===== src/rtl/core/assert_macros.svh =====
// Assertion macros shared by the core RTL.
// Compiled to nothing when SYNTHESIS is defined.
`ifndef ASSERT_MACROS_SVH
`define ASSERT_MACROS_SVH

`ifndef SYNTHESIS
`define ASSERT_CLK(label, clk, rst, prop, msg) \
   label: assert property (@(posedge clk) disable iff (rst) prop) else $error(msg);
`define ASSERT_NEVER(label, clk, rst, expr, msg) \
   label: assert property (@(posedge clk) disable iff (rst) !(expr)) else $error(msg);
`else
`define ASSERT_CLK(label, clk, rst, prop, msg)
`define ASSERT_NEVER(label, clk, rst, expr, msg)
`endif

`endif


===== src/rtl/core/msc_pkg.sv =====
// Types, opcodes and constants of the MIPS subset core.
// No dependencies; used by msc_decode, msc_regfile and the top level.
`timescale 1ns / 1ps

package msc_pkg;

   typedef enum logic [2:0] {
      CLS_NOP   = 3'd0,
      CLS_R     = 3'd1,
      CLS_I     = 3'd2,
      CLS_J     = 3'd3,
      CLS_UNSUP = 3'd4
   } inst_class_type;

   typedef enum logic [2:0] {
      PC_SEQ,
      PC_JR,
      PC_BEQ,
      PC_BNE,
      PC_JUMP
   } pc_sel_type;

   typedef enum logic [2:0] {
      WB_NONE,
      WB_ADD,
      WB_ADDI,
      WB_SLT,
      WB_LOAD,
      WB_LINK
   } wb_sel_type;

   localparam logic [5:0] OP_SPECIAL = 6'd0;
   localparam logic [5:0] OP_J       = 6'd2;
   localparam logic [5:0] OP_JAL     = 6'd3;
   localparam logic [5:0] OP_BEQ     = 6'd4;
   localparam logic [5:0] OP_BNE     = 6'd5;
   localparam logic [5:0] OP_ADDIU   = 6'd9;
   localparam logic [5:0] OP_SLTI    = 6'd10;
   localparam logic [5:0] OP_LW      = 6'd35;
   localparam logic [5:0] OP_SW      = 6'd43;

   localparam logic [5:0] FN_NOP  = 6'd0;
   localparam logic [5:0] FN_JR   = 6'd8;
   localparam logic [5:0] FN_ADDU = 6'd33;
   localparam logic [5:0] FN_MOVE = 6'd37;

   localparam logic [4:0] RF_ZERO = 5'd0;
   localparam logic [4:0] RF_SP   = 5'd29;
   localparam logic [4:0] RF_RA   = 5'd31;

   localparam logic [31:0] SP_RESET = 32'd16777216;
   localparam logic [31:0] RA_RESET = 32'hFFFF_FFFF;

   localparam int CSR_IDX_W = 8;
   localparam logic [CSR_IDX_W-1:0] CSR_STACK_START     = 8'd0;
   localparam logic [CSR_IDX_W-1:0] CSR_RETURN_SENTINEL = 8'd1;

   typedef struct packed {
      inst_class_type cls;
      pc_sel_type     pc_sel;
      wb_sel_type     wb_sel;
      logic [4:0]     wb_reg;
      logic           store;
   } dec_type;

   typedef struct packed {
      logic        en;
      logic [4:0]  addr;
      logic [31:0] data;
   } rf_wr_type;

   function automatic logic [31:0] rf_reset_value(input logic [4:0] idx);
      case (idx)
         RF_SP:   return SP_RESET;
         RF_RA:   return RA_RESET;
         default: return 32'd0;
      endcase
   endfunction

endpackage


===== src/rtl/core/msc_regfile.sv =====
// 32 x 32 register file: one write port, two registered read ports.
// Per-entry valid bits give the reset contents. Depends on msc_pkg.
`timescale 1ns / 1ps

module msc_regfile (
   input  logic               clock,
   input  logic               reset,
   input  logic               rd_en,
   input  logic [4:0]         rd_addr_a,
   input  logic [4:0]         rd_addr_b,
   output logic [31:0]        rd_data_a,
   output logic [31:0]        rd_data_b,
   input  msc_pkg::rf_wr_type wr
);

   logic [31:0] mem [32];
   logic [31:0] valid_ff;
   logic [31:0] rd_a_ff;
   logic [31:0] rd_b_ff;

   always_ff @(posedge clock) begin
      if (reset) begin
         valid_ff <= '0;
      end else if (wr.en) begin
         valid_ff[wr.addr] <= 1'b1;
      end
   end

   always_ff @(posedge clock) begin
      if (wr.en) begin
         mem[wr.addr] <= wr.data;
      end
      if (rd_en) begin
         rd_a_ff <= valid_ff[rd_addr_a] ? mem[rd_addr_a] : msc_pkg::rf_reset_value(rd_addr_a);
         rd_b_ff <= valid_ff[rd_addr_b] ? mem[rd_addr_b] : msc_pkg::rf_reset_value(rd_addr_b);
      end
   end

   assign rd_data_a = rd_a_ff;
   assign rd_data_b = rd_b_ff;

endmodule


===== config.mk =====
export PLATFORM = sky130hd
export DESIGN_NAME = msc_regfile
export DESIGN_NICKNAME = d
export VERILOG_FILES = /design/src/rtl/core/assert_macros.svh /design/src/rtl/core/msc_pkg.sv /design/src/rtl/core/msc_regfile.sv
export SDC_FILE = /design/constraint.sdc
export NUM_CORES = 1
export LEC_CHECK = 0
export BUFFER_PORTS_ARGS = -buffer_cell sky130_fd_sc_hd__buf_2
export CORE_ASPECT_RATIO = 1.4
export CORE_UTILIZATION = 50
export DETAILED_ROUTE_END_ITERATION = 8
export PLACE_DENSITY_LB_ADDON = 0.1
export SYNTH_ARGS = -nofsm -noshare
export SYNTH_HDL_FRONTEND = slang
export SYNTH_SLANG_ARGS = --single-unit
export TNS_END_PERCENT = 30

===== constraint.sdc =====
create_clock -name clock -period 6.6 [get_ports clock]
set_input_delay 0.33 -clock clock [delete_from_list [all_inputs] [get_ports clock]]
set_output_delay 0.33 -clock clock [all_outputs]
set_load 0.05 [all_outputs]

==> impl_results.md <==
* Flops & latches, synth at 1120
* Worst Path Arrival at 3.51 ns
* Met2 wire len at 75690 um
* Hold Crit Start: wr[17]
* End of the worst register-to-register path: rd_data_a[12]
* Syn Area/Cell at 22.72 um2
* Row cnt at 137
* Crit path top cell by count: mux4_2
* # Max-Cap Violations at 0
* Max VDD drop at 0.2179 mV
* Routability cong. at 0.8071
* Diode count at 0
* Cell Area, Placed at 0.05274 mm2
* Reg2Reg Depth at 6
* Worst Setup EP: rd_data_a[14]
* Critical Path Sink Type: flip-flop
* Root buffer cell: clkbuf_16
* First-pass GRT wire length at 209900 um
* Share of layout cells above drive strength 1 at a little over two fifths
* Antenna violations before repair at 10
* CTS tree: built
* WL per Instance at 39.75 um
* Relative slew margins at 2.083%
* CP Class: input port to flip-flop
* Slew Limit Fails at 0
* Final WL at 148500 um
* CP startpoint: rd_addr_a[0]
* Worst R2R Setup Slack at 3.56 ns
* Worst flop-to-flop path startpoint: valid_ff[25]
* Vias per cell at between 7 and 8
* CP required at 7.03 ns
* Hold Path Class: input port to flip-flop
* Sequential share of the synthesized area at between 60% and 70%
* Clock skew at 0.02196 ns
* Detailed-route DRC error count at 0
* Hpwl dp at 79000 um
* Worst Path Max Fanout at 100
* Share of async-settable or async-resettable flops after synthesis at 0%
* Initial core utilization at 50.60%
* Area grow syn2layout at 11.65%
* Syn nets at 2277
* Routed wl met3 at 12140 um
* TritonCTS Buffers at 107
* Final non-filler cell area at 0.05646 mm2
* Synthesized area at 0.05057 mm2
* Congestion Overflow GR at 0
* Crit path depth at 6
* Cell Chain, Critical Path: buf_8 -> buf_12 -> mux4_2 -> mux4_2 -> o22ai_1 -> a21oi_1
* Full die area at 0.1024 mm2
* Fmax at approximately 320 MHz
* Post-synth EDFFs at approximately 1100
* Slowest Stage Delay on Critical Path at 0.66 ns
* Setup TNS at 0 ns
* Commonest cells in the netlist: edfxtp_1 (1088), mux4_2 (644), nor2_1 (101)
* Metal-1 WL at 55030 um
* Top cell family by delay on the critical path: buffers and inverters
* Via count at 26424
* Number of global-route vias before repair at 27673
* PD cells at 281.2 mW/mm2
* Crit path time final at a little over 3 ns
* Synthesized instance count at ~2200
* Nets at 2378
* Critical path launch point type: input port
* CTS max path bufs at 3
* YS warnings at 0
* Clock sinks at approximately 1100
* Most frequent cell after synthesis: edfxtp_1
* Clock Latency Late Sink at 0.71 ns
* RSZ-0062 raised after global routing: false
* Worst-path clk slew at 0.07 ns
* Top post-synthesis cells by area: edfxtp_1 (65%), mux4_2 (29%), dfxtp_1 (1.3%)
* Hold Vio Cnt, Final at 0
* Post-cts repair resize count at 0
* Largest net degree at the start of global routing at about 150
* Synth unique cells at 43
* Final ANT Viol Nets at 0
* Final Cycle Share at 46.72%
* Status: completed
* Buffer and inverter count on the worst path at 2
* Hold_buf cts at 0
* Core Area at 0.09993 mm2
* Leakage at 17.53 nW
* Htree depth at 3
* Slew @ Worst Pin at 1.469 ns
* Setup bufs post-CTS at 0
* Die X-Extent at 270.8 um
* Setup violators final at 0
* Die Y at around 380 um
* Max Used Layer: met5
* Critical-path top delay cell: buf_12
* Pre-antenna DRT Iters at 7
* Detailed Route Iter0 Violations at 2813
* Ports at ~120
* Yosys top cell by area: edfxtp_1
* Synth Flop Type: edfxtp_1
* Count of input and output buffers at 114
* Post-synth top area share at 64.61%
* Total GRT Usage at 29.80%
flip-flops by register name (all words and copies together), names as in the netlist:
register	flops
mem	1024
rd_data_a	32
rd_data_b	32
valid_ff	32
report_power, final:
group | internal (W) | leakage [nW] | total, W | switching, W
clock | 0.00381 | 1.81 | 0.00655 | 0.00274
combinational | 0.000554 | 5.56 | 0.00134 | 0.000783
sequential | 0.00792 | 10.2 | 0.00798 | 0.0000636
total | 0.0123 | 17.5 | 0.0159 | 0.00359
how the worst min path moves through the flow:
stage	to	slack (ns)	cells past startpoint
after global routing	mem[7][17]	0.11	1
after detailed placement	valid_ff[12]	0.49	2
after global placement	valid_ff[12]	0.46	2
after CTS	mem[7][17]	0.06	1
final	mem[7][17]	0.11	1
after floorplan	valid_ff[25]	0.40	1
cells in the final DEF (no fill, tap or decap), types with 4 or more instances in the layout:
cell type	instances
buf_4	54
nand3_1	6
a21oi_1	23
bufinv_16	18
nand2_1	8
nor2_1	69
mux2i_1	22
buf_8	4
clkinvlp_4	8
clkinv_2	23
clkinv_1	15
mux4_2	644
inv_1	4
buf_12	6
o22ai_1	22
nor2_4	32
clkbuf_16	111
dfxtp_1	32
a21oi_2	10
mux2_1	6
clkbuf_1	13
buf_2	106
edfxtp_1	1088
o221a_1	31
o22ai_2	9
nand3b_1	5
through the flow:
step           hold WS [ns]  utilization [%]  setup slack [ns]  instances  power, W
2_1_floorplan        0.4024                -             3.804       2226  0.009000
3_3_place_gp         0.4628            52.75             2.475       3537  0.009461
3_5_place_dp         0.4869            52.77             2.728       3538  0.009482
4_1_cts             0.05640            56.49             3.472       3736   0.01597
5_1_grt              0.1131            56.49             3.273       3736   0.01626
6_report             0.1103            56.49             3.517       3736   0.01587
kinds of logic (layout without fill, tap and decap cells):
kind of cell | Yosys count | after routing | share of synthesized area [%]
AND/OR/NAND/NOR | 136 | 136 | 1.170
flip-flops | 1120 | 1120 | 65.88
AO/OA/AOI/OAI | 111 | 111 | 1.883
multiplexers | 675 | 675 | 29.33
buffers and inverters | 184 | 374 | 1.742
metal layers:
metal | up-vias | track usage, %
met4 | 6 | 11.26
met2 | 1425 | 50.13
li1 | 10154 | -
met3 | 288 | 4.166
met5 | - | 0
met1 | 14551 | 39.83
layout make-up:
cell class / instances / area [um2]
multi-input cells: 922 / 16620
fillers: 7269 / 43480
well taps: 1320 / 1652
repair buffers: 171 / 1127
clock inverters: 71 / 852.1
inverters: 5 / 23.77
flip-flops and latches: 1120 / 33310
clock buffers: 127 / 2868
Power figures use the tool's default switching activity.
