### src/rtl/core/assert_macros.svh
// Assertion macros shared by the core RTL.
// Compiled to nothing when SYNTHESIS is defined.
`ifndef ASSERT_MACROS_SVH
`define ASSERT_MACROS_SVH

`ifndef SYNTHESIS
`define ASSERT_CLK(label, clk, rst, prop, msg) \
   label: assert property (@(posedge clk) disable iff (rst) prop) else $error(msg);
`define ASSERT_NEVER(label, clk, rst, expr, msg) \
   label: assert property (@(posedge clk) disable iff (rst) !(expr)) else $error(msg);
`else
`define ASSERT_CLK(label, clk, rst, prop, msg)
`define ASSERT_NEVER(label, clk, rst, expr, msg)
`endif

`endif

### src/rtl/core/msc_pkg.sv
// Types, opcodes and constants of the MIPS subset core.
// No dependencies; used by msc_decode, msc_regfile and the top level.
`timescale 1ns / 1ps

package msc_pkg;

   typedef enum logic [2:0] {
      CLS_NOP   = 3'd0,
      CLS_R     = 3'd1,
      CLS_I     = 3'd2,
      CLS_J     = 3'd3,
      CLS_UNSUP = 3'd4
   } inst_class_type;

   typedef enum logic [2:0] {
      PC_SEQ,
      PC_JR,
      PC_BEQ,
      PC_BNE,
      PC_JUMP
   } pc_sel_type;

   typedef enum logic [2:0] {
      WB_NONE,
      WB_ADD,
      WB_ADDI,
      WB_SLT,
      WB_LOAD,
      WB_LINK
   } wb_sel_type;

   localparam logic [5:0] OP_SPECIAL = 6'd0;
   localparam logic [5:0] OP_J       = 6'd2;
   localparam logic [5:0] OP_JAL     = 6'd3;
   localparam logic [5:0] OP_BEQ     = 6'd4;
   localparam logic [5:0] OP_BNE     = 6'd5;
   localparam logic [5:0] OP_ADDIU   = 6'd9;
   localparam logic [5:0] OP_SLTI    = 6'd10;
   localparam logic [5:0] OP_LW      = 6'd35;
   localparam logic [5:0] OP_SW      = 6'd43;

   localparam logic [5:0] FN_NOP  = 6'd0;
   localparam logic [5:0] FN_JR   = 6'd8;
   localparam logic [5:0] FN_ADDU = 6'd33;
   localparam logic [5:0] FN_MOVE = 6'd37;

   localparam logic [4:0] RF_ZERO = 5'd0;
   localparam logic [4:0] RF_SP   = 5'd29;
   localparam logic [4:0] RF_RA   = 5'd31;

   localparam logic [31:0] SP_RESET = 32'd16777216;
   localparam logic [31:0] RA_RESET = 32'hFFFF_FFFF;

   localparam int CSR_IDX_W = 8;
   localparam logic [CSR_IDX_W-1:0] CSR_STACK_START     = 8'd0;
   localparam logic [CSR_IDX_W-1:0] CSR_RETURN_SENTINEL = 8'd1;

   typedef struct packed {
      inst_class_type cls;
      pc_sel_type     pc_sel;
      wb_sel_type     wb_sel;
      logic [4:0]     wb_reg;
      logic           store;
   } dec_type;

   typedef struct packed {
      logic        en;
      logic [4:0]  addr;
      logic [31:0] data;
   } rf_wr_type;

   function automatic logic [31:0] rf_reset_value(input logic [4:0] idx);
      case (idx)
         RF_SP:   return SP_RESET;
         RF_RA:   return RA_RESET;
         default: return 32'd0;
      endcase
   endfunction

endpackage

### src/rtl/core/msc_decode.sv
// Instruction decoder: class, next-PC select, write-back select and target.
// Depends on msc_pkg.
`timescale 1ns / 1ps

module msc_decode (
   input  logic [31:0]      instr,
   output msc_pkg::dec_type dec
);

   logic [5:0] op;
   logic [5:0] fn;

   assign op = instr[31:26];
   assign fn = instr[5:0];

   always_comb begin
      dec = '{cls: msc_pkg::CLS_UNSUP, pc_sel: msc_pkg::PC_SEQ, wb_sel: msc_pkg::WB_NONE,
              wb_reg: msc_pkg::RF_ZERO, store: 1'b0};
      unique case (op) inside
         msc_pkg::OP_SPECIAL: begin
            unique case (fn) inside
               msc_pkg::FN_NOP: begin
                  dec.cls = msc_pkg::CLS_NOP;
               end
               msc_pkg::FN_ADDU, msc_pkg::FN_MOVE: begin
                  dec.cls    = msc_pkg::CLS_R;
                  dec.wb_sel = msc_pkg::WB_ADD;
                  dec.wb_reg = instr[15:11];
               end
               msc_pkg::FN_JR: begin
                  dec.cls    = msc_pkg::CLS_R;
                  dec.pc_sel = msc_pkg::PC_JR;
               end
               default: ;
            endcase
         end
         msc_pkg::OP_J: begin
            dec.cls    = msc_pkg::CLS_J;
            dec.pc_sel = msc_pkg::PC_JUMP;
         end
         msc_pkg::OP_JAL: begin
            dec.cls    = msc_pkg::CLS_J;
            dec.pc_sel = msc_pkg::PC_JUMP;
            dec.wb_sel = msc_pkg::WB_LINK;
            dec.wb_reg = msc_pkg::RF_RA;
         end
         msc_pkg::OP_ADDIU: begin
            dec.cls    = msc_pkg::CLS_I;
            dec.wb_sel = msc_pkg::WB_ADDI;
            dec.wb_reg = instr[20:16];
         end
         msc_pkg::OP_SLTI: begin
            dec.cls    = msc_pkg::CLS_I;
            dec.wb_sel = msc_pkg::WB_SLT;
            dec.wb_reg = instr[20:16];
         end
         msc_pkg::OP_LW: begin
            dec.cls    = msc_pkg::CLS_I;
            dec.wb_sel = msc_pkg::WB_LOAD;
            dec.wb_reg = instr[20:16];
         end
         msc_pkg::OP_SW: begin
            dec.cls   = msc_pkg::CLS_I;
            dec.store = 1'b1;
         end
         msc_pkg::OP_BEQ: begin
            dec.cls    = msc_pkg::CLS_I;
            dec.pc_sel = msc_pkg::PC_BEQ;
         end
         msc_pkg::OP_BNE: begin
            dec.cls    = msc_pkg::CLS_I;
            dec.pc_sel = msc_pkg::PC_BNE;
         end
         default: ;
      endcase
      // $zero is never written
      if (dec.wb_reg == msc_pkg::RF_ZERO) begin
         dec.wb_sel = msc_pkg::WB_NONE;
      end
   end

endmodule

### config.mk
export PLATFORM = sky130hd
export DESIGN_NAME = msc_decode
export DESIGN_NICKNAME = d
export VERILOG_FILES = /design/src/rtl/core/assert_macros.svh /design/src/rtl/core/msc_pkg.sv /design/src/rtl/core/msc_decode.sv
export SDC_FILE = /design/constraint.sdc
export NUM_CORES = 1
export LEC_CHECK = 0
export BUFFER_PORTS_ARGS = -buffer_cell sky130_fd_sc_hd__buf_4
export CORE_AREA = 2 2 39 41
export DETAILED_ROUTE_END_ITERATION = 6
export DIE_AREA = 0 0 41 43
export PLACE_DENSITY_LB_ADDON = 0.3
export REMOVE_ABC_BUFFERS = 1
export SYNTH_ARGS = -nofsm -noshare
export SYNTH_HDL_FRONTEND = slang
export SYNTH_SLANG_ARGS = --single-unit
### constraint.sdc
create_clock -name vclk -period 1.6
set_clock_uncertainty 0.15 [all_clocks]
set_input_delay 0.08 -clock vclk [all_inputs]
set_output_delay 0.08 -clock vclk [all_outputs]
set_load 0.01 [all_outputs]
==> results of run 1 <==
## worst max-delay path, cell delays in order
cell      delay (ps)
buf_8            100
or4bb_4          540
a311oi_4         400
a221o_1          270
nor4_4            60
nor2_1           110
buf_4            130
## per-stage QoR
step           power (W)  std cells  utilization (%)  hold slack (ps)
6_report        0.000177        130             67.9              333
3_3_place_gp    0.000156        127             60.6              327
4_1_cts         0.000168        128             64.5              330
3_5_place_dp    0.000157        127             60.6              330
5_1_grt         0.000194        130             67.9              350
2_1_floorplan  0.0000512         56                -             43.2
## metal layers
metal	vias up	track usage, %	share of wire (%)
li1	347	-	-
met1	306	19.6	37
met5	-	0	0
met3	0	1.57	8.6
met2	26	36.6	55
met4	0	0	0
## cells by family (layout without fill, tap and decap cells)
group	Yosys count	in the layout
and+or+nand+nor	34	34
AOI/OAI and AO/OA	19	19
buffers and inverters	5	60
xor gates and xnor gates	1	1
## layout make-up
class                           instances  area share (%)
Inverter                                2           0.799
Multi-Input combinational cell         54            45.5
Tap cell                               16            2.13
Timing Repair Buffer                   58            51.5
## repair_timing
item,4_1_cts,5_1_grt
setup buffers,1,4
gates cloned,0,0
endpoints found under the setup margin,8,10
resized for setup,9,10
pin swaps,10,7
## report_power, final
| group | internal [W] | leakage, nW | switching (W) |
|---|---|---|---|
| Sequential | 0 | 0 | 0 |
| Combinational | 0.000108 | 0.441 | 0.0000697 |
| Clock | 0 | 0 | 0 |
## worst max-delay path by stage
stage	start	cells past startpoint	end
6_report	instr[26]	7	dec[8]
5_1_grt	instr[30]	7	dec[6]
4_1_cts	instr[31]	7	dec[6]
3_5_place_dp	instr[26]	7	dec[6]
3_3_place_gp	instr[26]	7	dec[6]
2_1_floorplan	instr[26]	5	dec[6]
## synthesized netlist by cell type (2+ instances only)
cell | n | share of area (%)
nor2_1 | 8 | 7.2
a21oi_1 | 7 | 8.4
a221o_1 | 3 | 7.2
a221o_2 | 3 | 8.1
nand3b_1 | 3 | 5.4
or2_2 | 3 | 4.5
buf_2 | 2 | 2.4
inv_1 | 2 | 1.8
nand2_1 | 2 | 1.8
nand2b_1 | 2 | 3.0
nand4b_1 | 2 | 4.2
o21ai_0 | 2 | 2.4
or3_1 | 2 | 3.0
or4bb_1 | 2 | 5.4
==> flow_metrics.tcl, run 1 <==
set metrics [dict create \
    status "complete, but fails checks" \
    violations "negative setup slack" \
    dieHeight_um 43 \
    start_util_pct 30.3 \
    p_leak_nw 0.441 \
    synthMuxAreaShare_pct 0 \
    fillerInstances 113 \
    dpl_cell_area_um2 838 \
    grt_max_degree 10 \
    wire_per_inst_um 12.2 \
    area.sequential_um2 0 \
    netlist_area_um2 419 \
    finalCritPeriodShare_pct 120 \
    antenna_found_initial 0 \
    syn_area_per_cell_um2 7.10 \
    setup_viol 9 \
    hp-class "input port to output port" \
    synthCells 59 \
    relSlewSlack_pct 77.3 \
    drt-initial-drc-count 9 \
    synth_cell_type_count 30 \
    start_kind "input port" \
    grt_pass1_vias 645 \
    drive_above_1_share_pct 64.0 \
    grt_first_pass_wirelength_mm 2.40 \
    pin_count 47 \
    antenna_left 0 \
    drcViolationCount 0 \
    synth_compound_area_share_pct 35.5 \
    viasPerCell 5.22 \
    cap_violations 0 \
    setup_slack_ps -323 \
    drv_slew 0 \
    design.seq.count 0 \
    cp-end-kind "output port" \
    num_vias 679 \
    period_minus_slack_ps 1920 \
    yosys.area_share.simple_pct 57.3 \
    nets 148 \
    place_ws_ps -393 \
    rsz0062_at_grt "yes" \
    synth_top_family_by_area "simple AND/OR/NAND/NOR gates" \
    final_area_um2 940 \
    hpwl_mm 1.25 \
    mostFrequentLayoutCell "buf_4" \
    wl_mm 1.59 \
    cp_max_fo 5 \
    area_growth_pct 124 \
    core_area_um2 1380 \
    synth_xor_area_share_pct 2.09 \
    arrival_ps 1690 \
    max_freq_mhz 520 \
    hold_start "instr[12]" \
    n_clock_buffer 0 \
    multi_input_area_um2 428 \
    grtUsageTotal_pct 18.2 \
    firstDrtPassIters 3 \
    synthAdderAreaFrac_pct 0 \
    critical_path_class "input port to output port" \
    finalSetupTns_ps -1870 \
    hold_buffers 0 \
    mostFrequentLayoutCells "buf_4, buf_6, a21oi_1, nor2_1" \
    std_cell_rows 14 \
    ys_seq_area_share_pct 0 \
    diodes 0 \
    hold_end "dec[2]" \
    hold_viol_final 0 \
    ir_drop_uv 99.6 \
    overflow 0 \
    globalplace.congestion 0.719 \
    hold_depth 3 \
    worst-slew-pin-transition_ps 338 \
    critPathRequiredTime_ps 1370 \
    powerDensity_nw_per_um2 189 \
    portBuffers 37 \
    fp.dieW_um 41 \
    synth_warnings 0 \
    dieArea_um2 1760 \
]
Power figures use the tool's default switching activity.
==> inputs of run 2 (changes only) <==
BUFFER_PORTS_ARGS = unset   (was -buffer_cell sky130_fd_sc_hd__buf_4)
DONT_BUFFER_PORTS = 1   (was unset)
REMOVE_ABC_BUFFERS = unset   (was 1)
==> run 2 against run 1 <==
Against the previous run:
- the flow still finishes with violations (negative setup slack)
- total power down 63%
- via count decreased by 26%
- hold slack got worse by 280 ps
- cell area shrank 44%
- non-clock buffer count shrank 46
- first-iteration DRC count increased by 78%
- critical path type unchanged
==> flow_metrics.tcl, run 2 (synthesis gave the netlist of run 1 again) <==
set metrics [dict create \
    status "complete, but fails checks" \
    violations "negative setup slack" \
    area_growth_pct 24.8 \
    hold_start "instr[28]" \
    antenna_found_initial 0 \
    critical_path_class "input port to output port" \
    drive_above_1_share_pct 35.3 \
    syn_nets 91 \
    p_int_w 0.0000350 \
    p_switching_w 0.0000311 \
    worst-slew-pin-transition_ps 379 \
    critical_path.top_delay_family "simple AND/OR/NAND/NOR gates" \
    nets 102 \
    final_cells 84 \
    core_area_um2 1380 \
    viasPerCell 6.01 \
    critPathBufInv 0 \
    finalPower_w 0.0000661 \
    start_kind "input port" \
    mostFrequentLayoutCell "buf_4" \
    fp.dieW_um 41 \
    hold_viol_final 0 \
    design.seq.count 0 \
    setup_viol 5 \
    cp_max_fo 7 \
    std_cell_rows 14 \
    powerDensity_nw_per_um2 126 \
    swShare_pct 47.1 \
    wl_mm 1.20 \
    hpwl_um 945 \
    drv_slew 0 \
    use_met2_pct 20.3 \
    use_met1_pct 18.4 \
    finalCritPeriodShare_pct 110 \
    pin_count 47 \
    arrival_ps 1530 \
    max_freq_mhz 570 \
    hold_depth 1 \
    p_clk_share_pct 0 \
    top_usage_layer "met2" \
    globalplace.congestion 0.717 \
    mostFrequentLayoutCells "buf_4, nor2_1, a21oi_1" \
    dieHeight_um 43 \
    period_minus_slack_ps 1760 \
    antenna_left 0 \
    hp-class "input port to output port" \
    portBuffers 0 \
    grt_first_pass_wirelength_mm 1.73 \
    p_leak_nw 0.193 \
    relSlewSlack_pct 74.6 \
    grt_pass1_vias 434 \
    area.sequential_um2 0 \
    critPathRequiredTime_ps 1370 \
    grtUsageTotal_pct 12.8 \
    wire_per_inst_um 14.3 \
    slowest_stage "or4_4" \
    cap_violations 0 \
    rsz0062_at_grt "yes" \
    setup_slack_ps -156 \
    overflow 0 \
    cp_slowest_stage_delay_ps 530 \
    seq_power_share_pct 0 \
    n_clock_buffer 0 \
    drcViolationCount 0 \
    finalSetupTns_ps -453 \
    start_util_pct 30.3 \
    drt-initial-drc-count 16 \
    ir_drop_uv 40.9 \
    dieArea_um2 1760 \
    num_vias 505 \
    dp.cells 82 \
    diodes 0 \
    firstDrtPassIters 4 \
    met3_usage_pct 2.62 \
    grt_max_degree 15 \
    whs_ps 49.9 \
    hold_end "dec[6]" \
    utilization_pct 37.8 \
    share_comb_of_total_power_pct 100.0 \
    path_cells "or4_4 -> nor4_4 -> a221o_2 -> nor4_2 -> nor3_2" \
    cp-end-kind "output port" \
]
-- run 2: changes by cell type in the layout (fill, tap and decap cells not counted), moves of 2 or more --
| cell | delta |
|---|---|
| buf_4 | -37 |
| or4bb_1 | +2 |
| buf_8 | -2 |
| buf_6 | -7 |
| or4bb_4 | -2 |
-- run 2: timing repair --
item,CTS,global route
endpoints found under the hold margin,0,0
hold buffers,0,0
gates resized for setup,0,2
pin swaps,1,1
endpoints found under the setup margin,4,8
setup buffers,1,2
-- run 2: metrics by stage --
step           worst slack, ps  instance area (um2)
6_report                  -156                  523
2_1_floorplan             -179                  419
4_1_cts                   -173                  508
5_1_grt                   -232                  523
3_5_place_dp              -194                  500
3_3_place_gp              -135                  500
-- run 2: cell type report --
class / count / area (um2)
Inverter: 2 / 7.51
Tap cell: 16 / 20.0
Timing Repair Buffer: 12 / 97.6
Multi-Input combinational cell: 54 / 398
Fill cell: 158 / 861
-- run 2: layer usage --
| metal | up-vias | part of all wire (%) |
|---|---|---|
| li1 | 254 | - |
| met1 | 225 | 43 |
| met2 | 26 | 45 |
| met3 | 0 | 12 |
| met4 | 0 | 0 |
| met5 | - | 0 |
-- run 2: worst max-delay path by stage --
stage | cells past startpoint | startpoint | to
floorplan | 5 | instr[26] | dec[6]
global placement | 5 | instr[30] | dec[6]
detailed placement | 5 | instr[30] | dec[6]
CTS | 5 | instr[30] | dec[6]
global route | 6 | instr[26] | dec[6]
finish | 5 | instr[30] | dec[6]
-- run 2: power groups by stage --
| stage | Combinational, W | Sequential, W | Clock (W) |
|---|---|---|---|
| finish | 0.0000661 | 0 | 0 |
| global placement | 0.0000631 | 0 | 0 |
| global route | 0.0000740 | 0 | 0 |
| detailed placement | 0.0000638 | 0 | 0 |
| floorplan | 0.0000604 | 0 | 0 |
| CTS | 0.0000639 | 0 | 0 |
==> inputs of run 3 (changes only) <==
==> constraint.sdc (replaced) <==
create_clock -name vclk -period 1.6
set_clock_uncertainty 0.15 [all_clocks]
set_input_delay 0.24 -clock vclk [all_inputs]
set_output_delay 0.24 -clock vclk [all_outputs]
set_load 0.01 [all_outputs]
==> run 3 against run 2 <==
Against the previous run:
- the flow still finishes with violations (negative setup slack)
- final cell count is 4.8% higher
- total power is 13% higher
- cell area grew 8.1%
- non-clock buffer count is 4 higher
- first-iteration DRC count is 19% lower
- hold slack gained 320 ps
- utilization grew 3.1 points
- wire length increased by 0.50%
- global-route usage is 0.70 points higher
- critical endpoint unchanged
- largest cell class unchanged
==> flow_metrics.tcl, run 3 (synthesis gave the netlist of run 1 again) <==
set metrics [dict create \
    p_leak_nw 0.218 \
    critPathRequiredTime_ps 1210 \
    pin_count 47 \
    hold_buffers 0 \
    grt_first_pass_wirelength_mm 1.81 \
    start_util_pct 30.3 \
    dieArea_um2 1760 \
    setup_viol 11 \
    violations "negative setup slack" \
    slowest_stage "or4_4" \
    wire_per_inst_um 13.7 \
    drt-initial-drc-count 13 \
    area_growth_pct 34.9 \
    rsz0062_at_grt "yes" \
    syn_nets 91 \
    cp-end-kind "output port" \
    globalplace.congestion 0.702 \
    mostFrequentLayoutCells "buf_4, nor2_1, a21oi_1" \
    n_clock_buffer 0 \
    setup_slack_ps -492 \
    dpl_cell_area_um2 554 \
    arrival_ps 1700 \
    hpwl_um 980 \
    design.seq.count 0 \
    viasPerCell 5.92 \
    firstDrtPassIters 2 \
    status "complete, but fails checks" \
    grtUsageTotal_pct 13.5 \
    max_freq_mhz 478 \
    ir_drop_uv 39.7 \
    antenna_left 0 \
    relSlewSlack_pct 73.9 \
    worst-slew-pin-transition_ps 388 \
    antenna_found_initial 0 \
    drcViolationCount 0 \
    critical_path_class "input port to output port" \
    cp_slowest_stage_delay_ps 540 \
    final_area_um2 566 \
    mostFrequentLayoutCell "buf_4" \
    drive_above_1_share_pct 41.7 \
    hold_viol_final 0 \
    num_vias 521 \
    hp-class "input port to output port" \
    final_cells 88 \
    wl_mm 1.20 \
    startpoint "instr[30]" \
    grt_pass1_vias 425 \
    portBuffers 0 \
    cap_violations 0 \
    powerDensity_nw_per_um2 132 \
    diodes 0 \
    cp_max_fo 7 \
    start_kind "input port" \
    overflow 0 \
    period_minus_slack_ps 2090 \
    dp.cells 87 \
    dieHeight_um 43 \
    drv_slew 0 \
    hold_start "instr[28]" \
    path_cells "or4_4 -> nor4_4 -> a221o_2 -> nor4_2 -> nor3_2" \
    nets 106 \
    area.sequential_um2 0 \
    std_cell_rows 14 \
    fp.dieW_um 41 \
    finalCritPeriodShare_pct 131 \
    grt_max_degree 15 \
    utilization_pct 40.9 \
    core_area_um2 1380 \
    place_ws_ps -510 \
]
## run 3: changes by cell type in the layout (fill, tap and decap cells not counted)
cell	previous run	this run
buf_4	10	15
or3_4	0	1
nor3b_4	0	1
or3_1	2	1
nor3b_1	1	0
buf_6	2	1
## run 3: power by group
part / internal (W) / total (W) / switching, W
clock: 0 / 0 / 0
sequential: 0 / 0 / 0
combinational: 0.0000418 / 0.0000747 / 0.0000329
total: 0.0000418 / 0.0000747 / 0.0000329
## run 3: timing repair
item,4_1_cts,5_1_grt
pin swaps,2,1
setup endpoints to repair,11,11
gates resized for setup,1,0
setup buffers,1,0
## run 3: layout make-up
cell class,instances,area [um2]
fill,161,818
multi-input combinational,54,414
inverter,2,7.51
tap,16,20.0
timing repair buffer,16,124
## run 3: per-layer routing
| metal | routed length (um) | track usage [%] | vias to the layer above |
|---|---|---|---|
| li1 | - | - | 261 |
| met1 | 501 | 20.3 | 245 |
| met2 | 604 | 21.3 | 15 |
| met3 | 98 | 1.57 | 0 |
| met4 | 0 | 0 | 0 |
| met5 | 0 | 0 | - |
## run 3: worst paths after layout
kind,to,cells past startpoint
setup / recovery,dec[6],5
hold / removal,dec[6],1
## run 3: stage by stage
step	TNS, ps	total power (W)	hold slack, ps
global route	-3950	0.0000828	371
floorplan	-2450	0.0000638	363
CTS	-3280	0.0000752	370
detailed placement	-3340	0.0000736	370
finish	-3240	0.0000747	370
global placement	-3200	0.0000728	369
## run 3: worst max-delay path: cells and delay by family
family / cells / cell delay, ps
AO/OA/AOI/OAI: 1 / 240
AND/OR/NAND/NOR: 4 / 1220
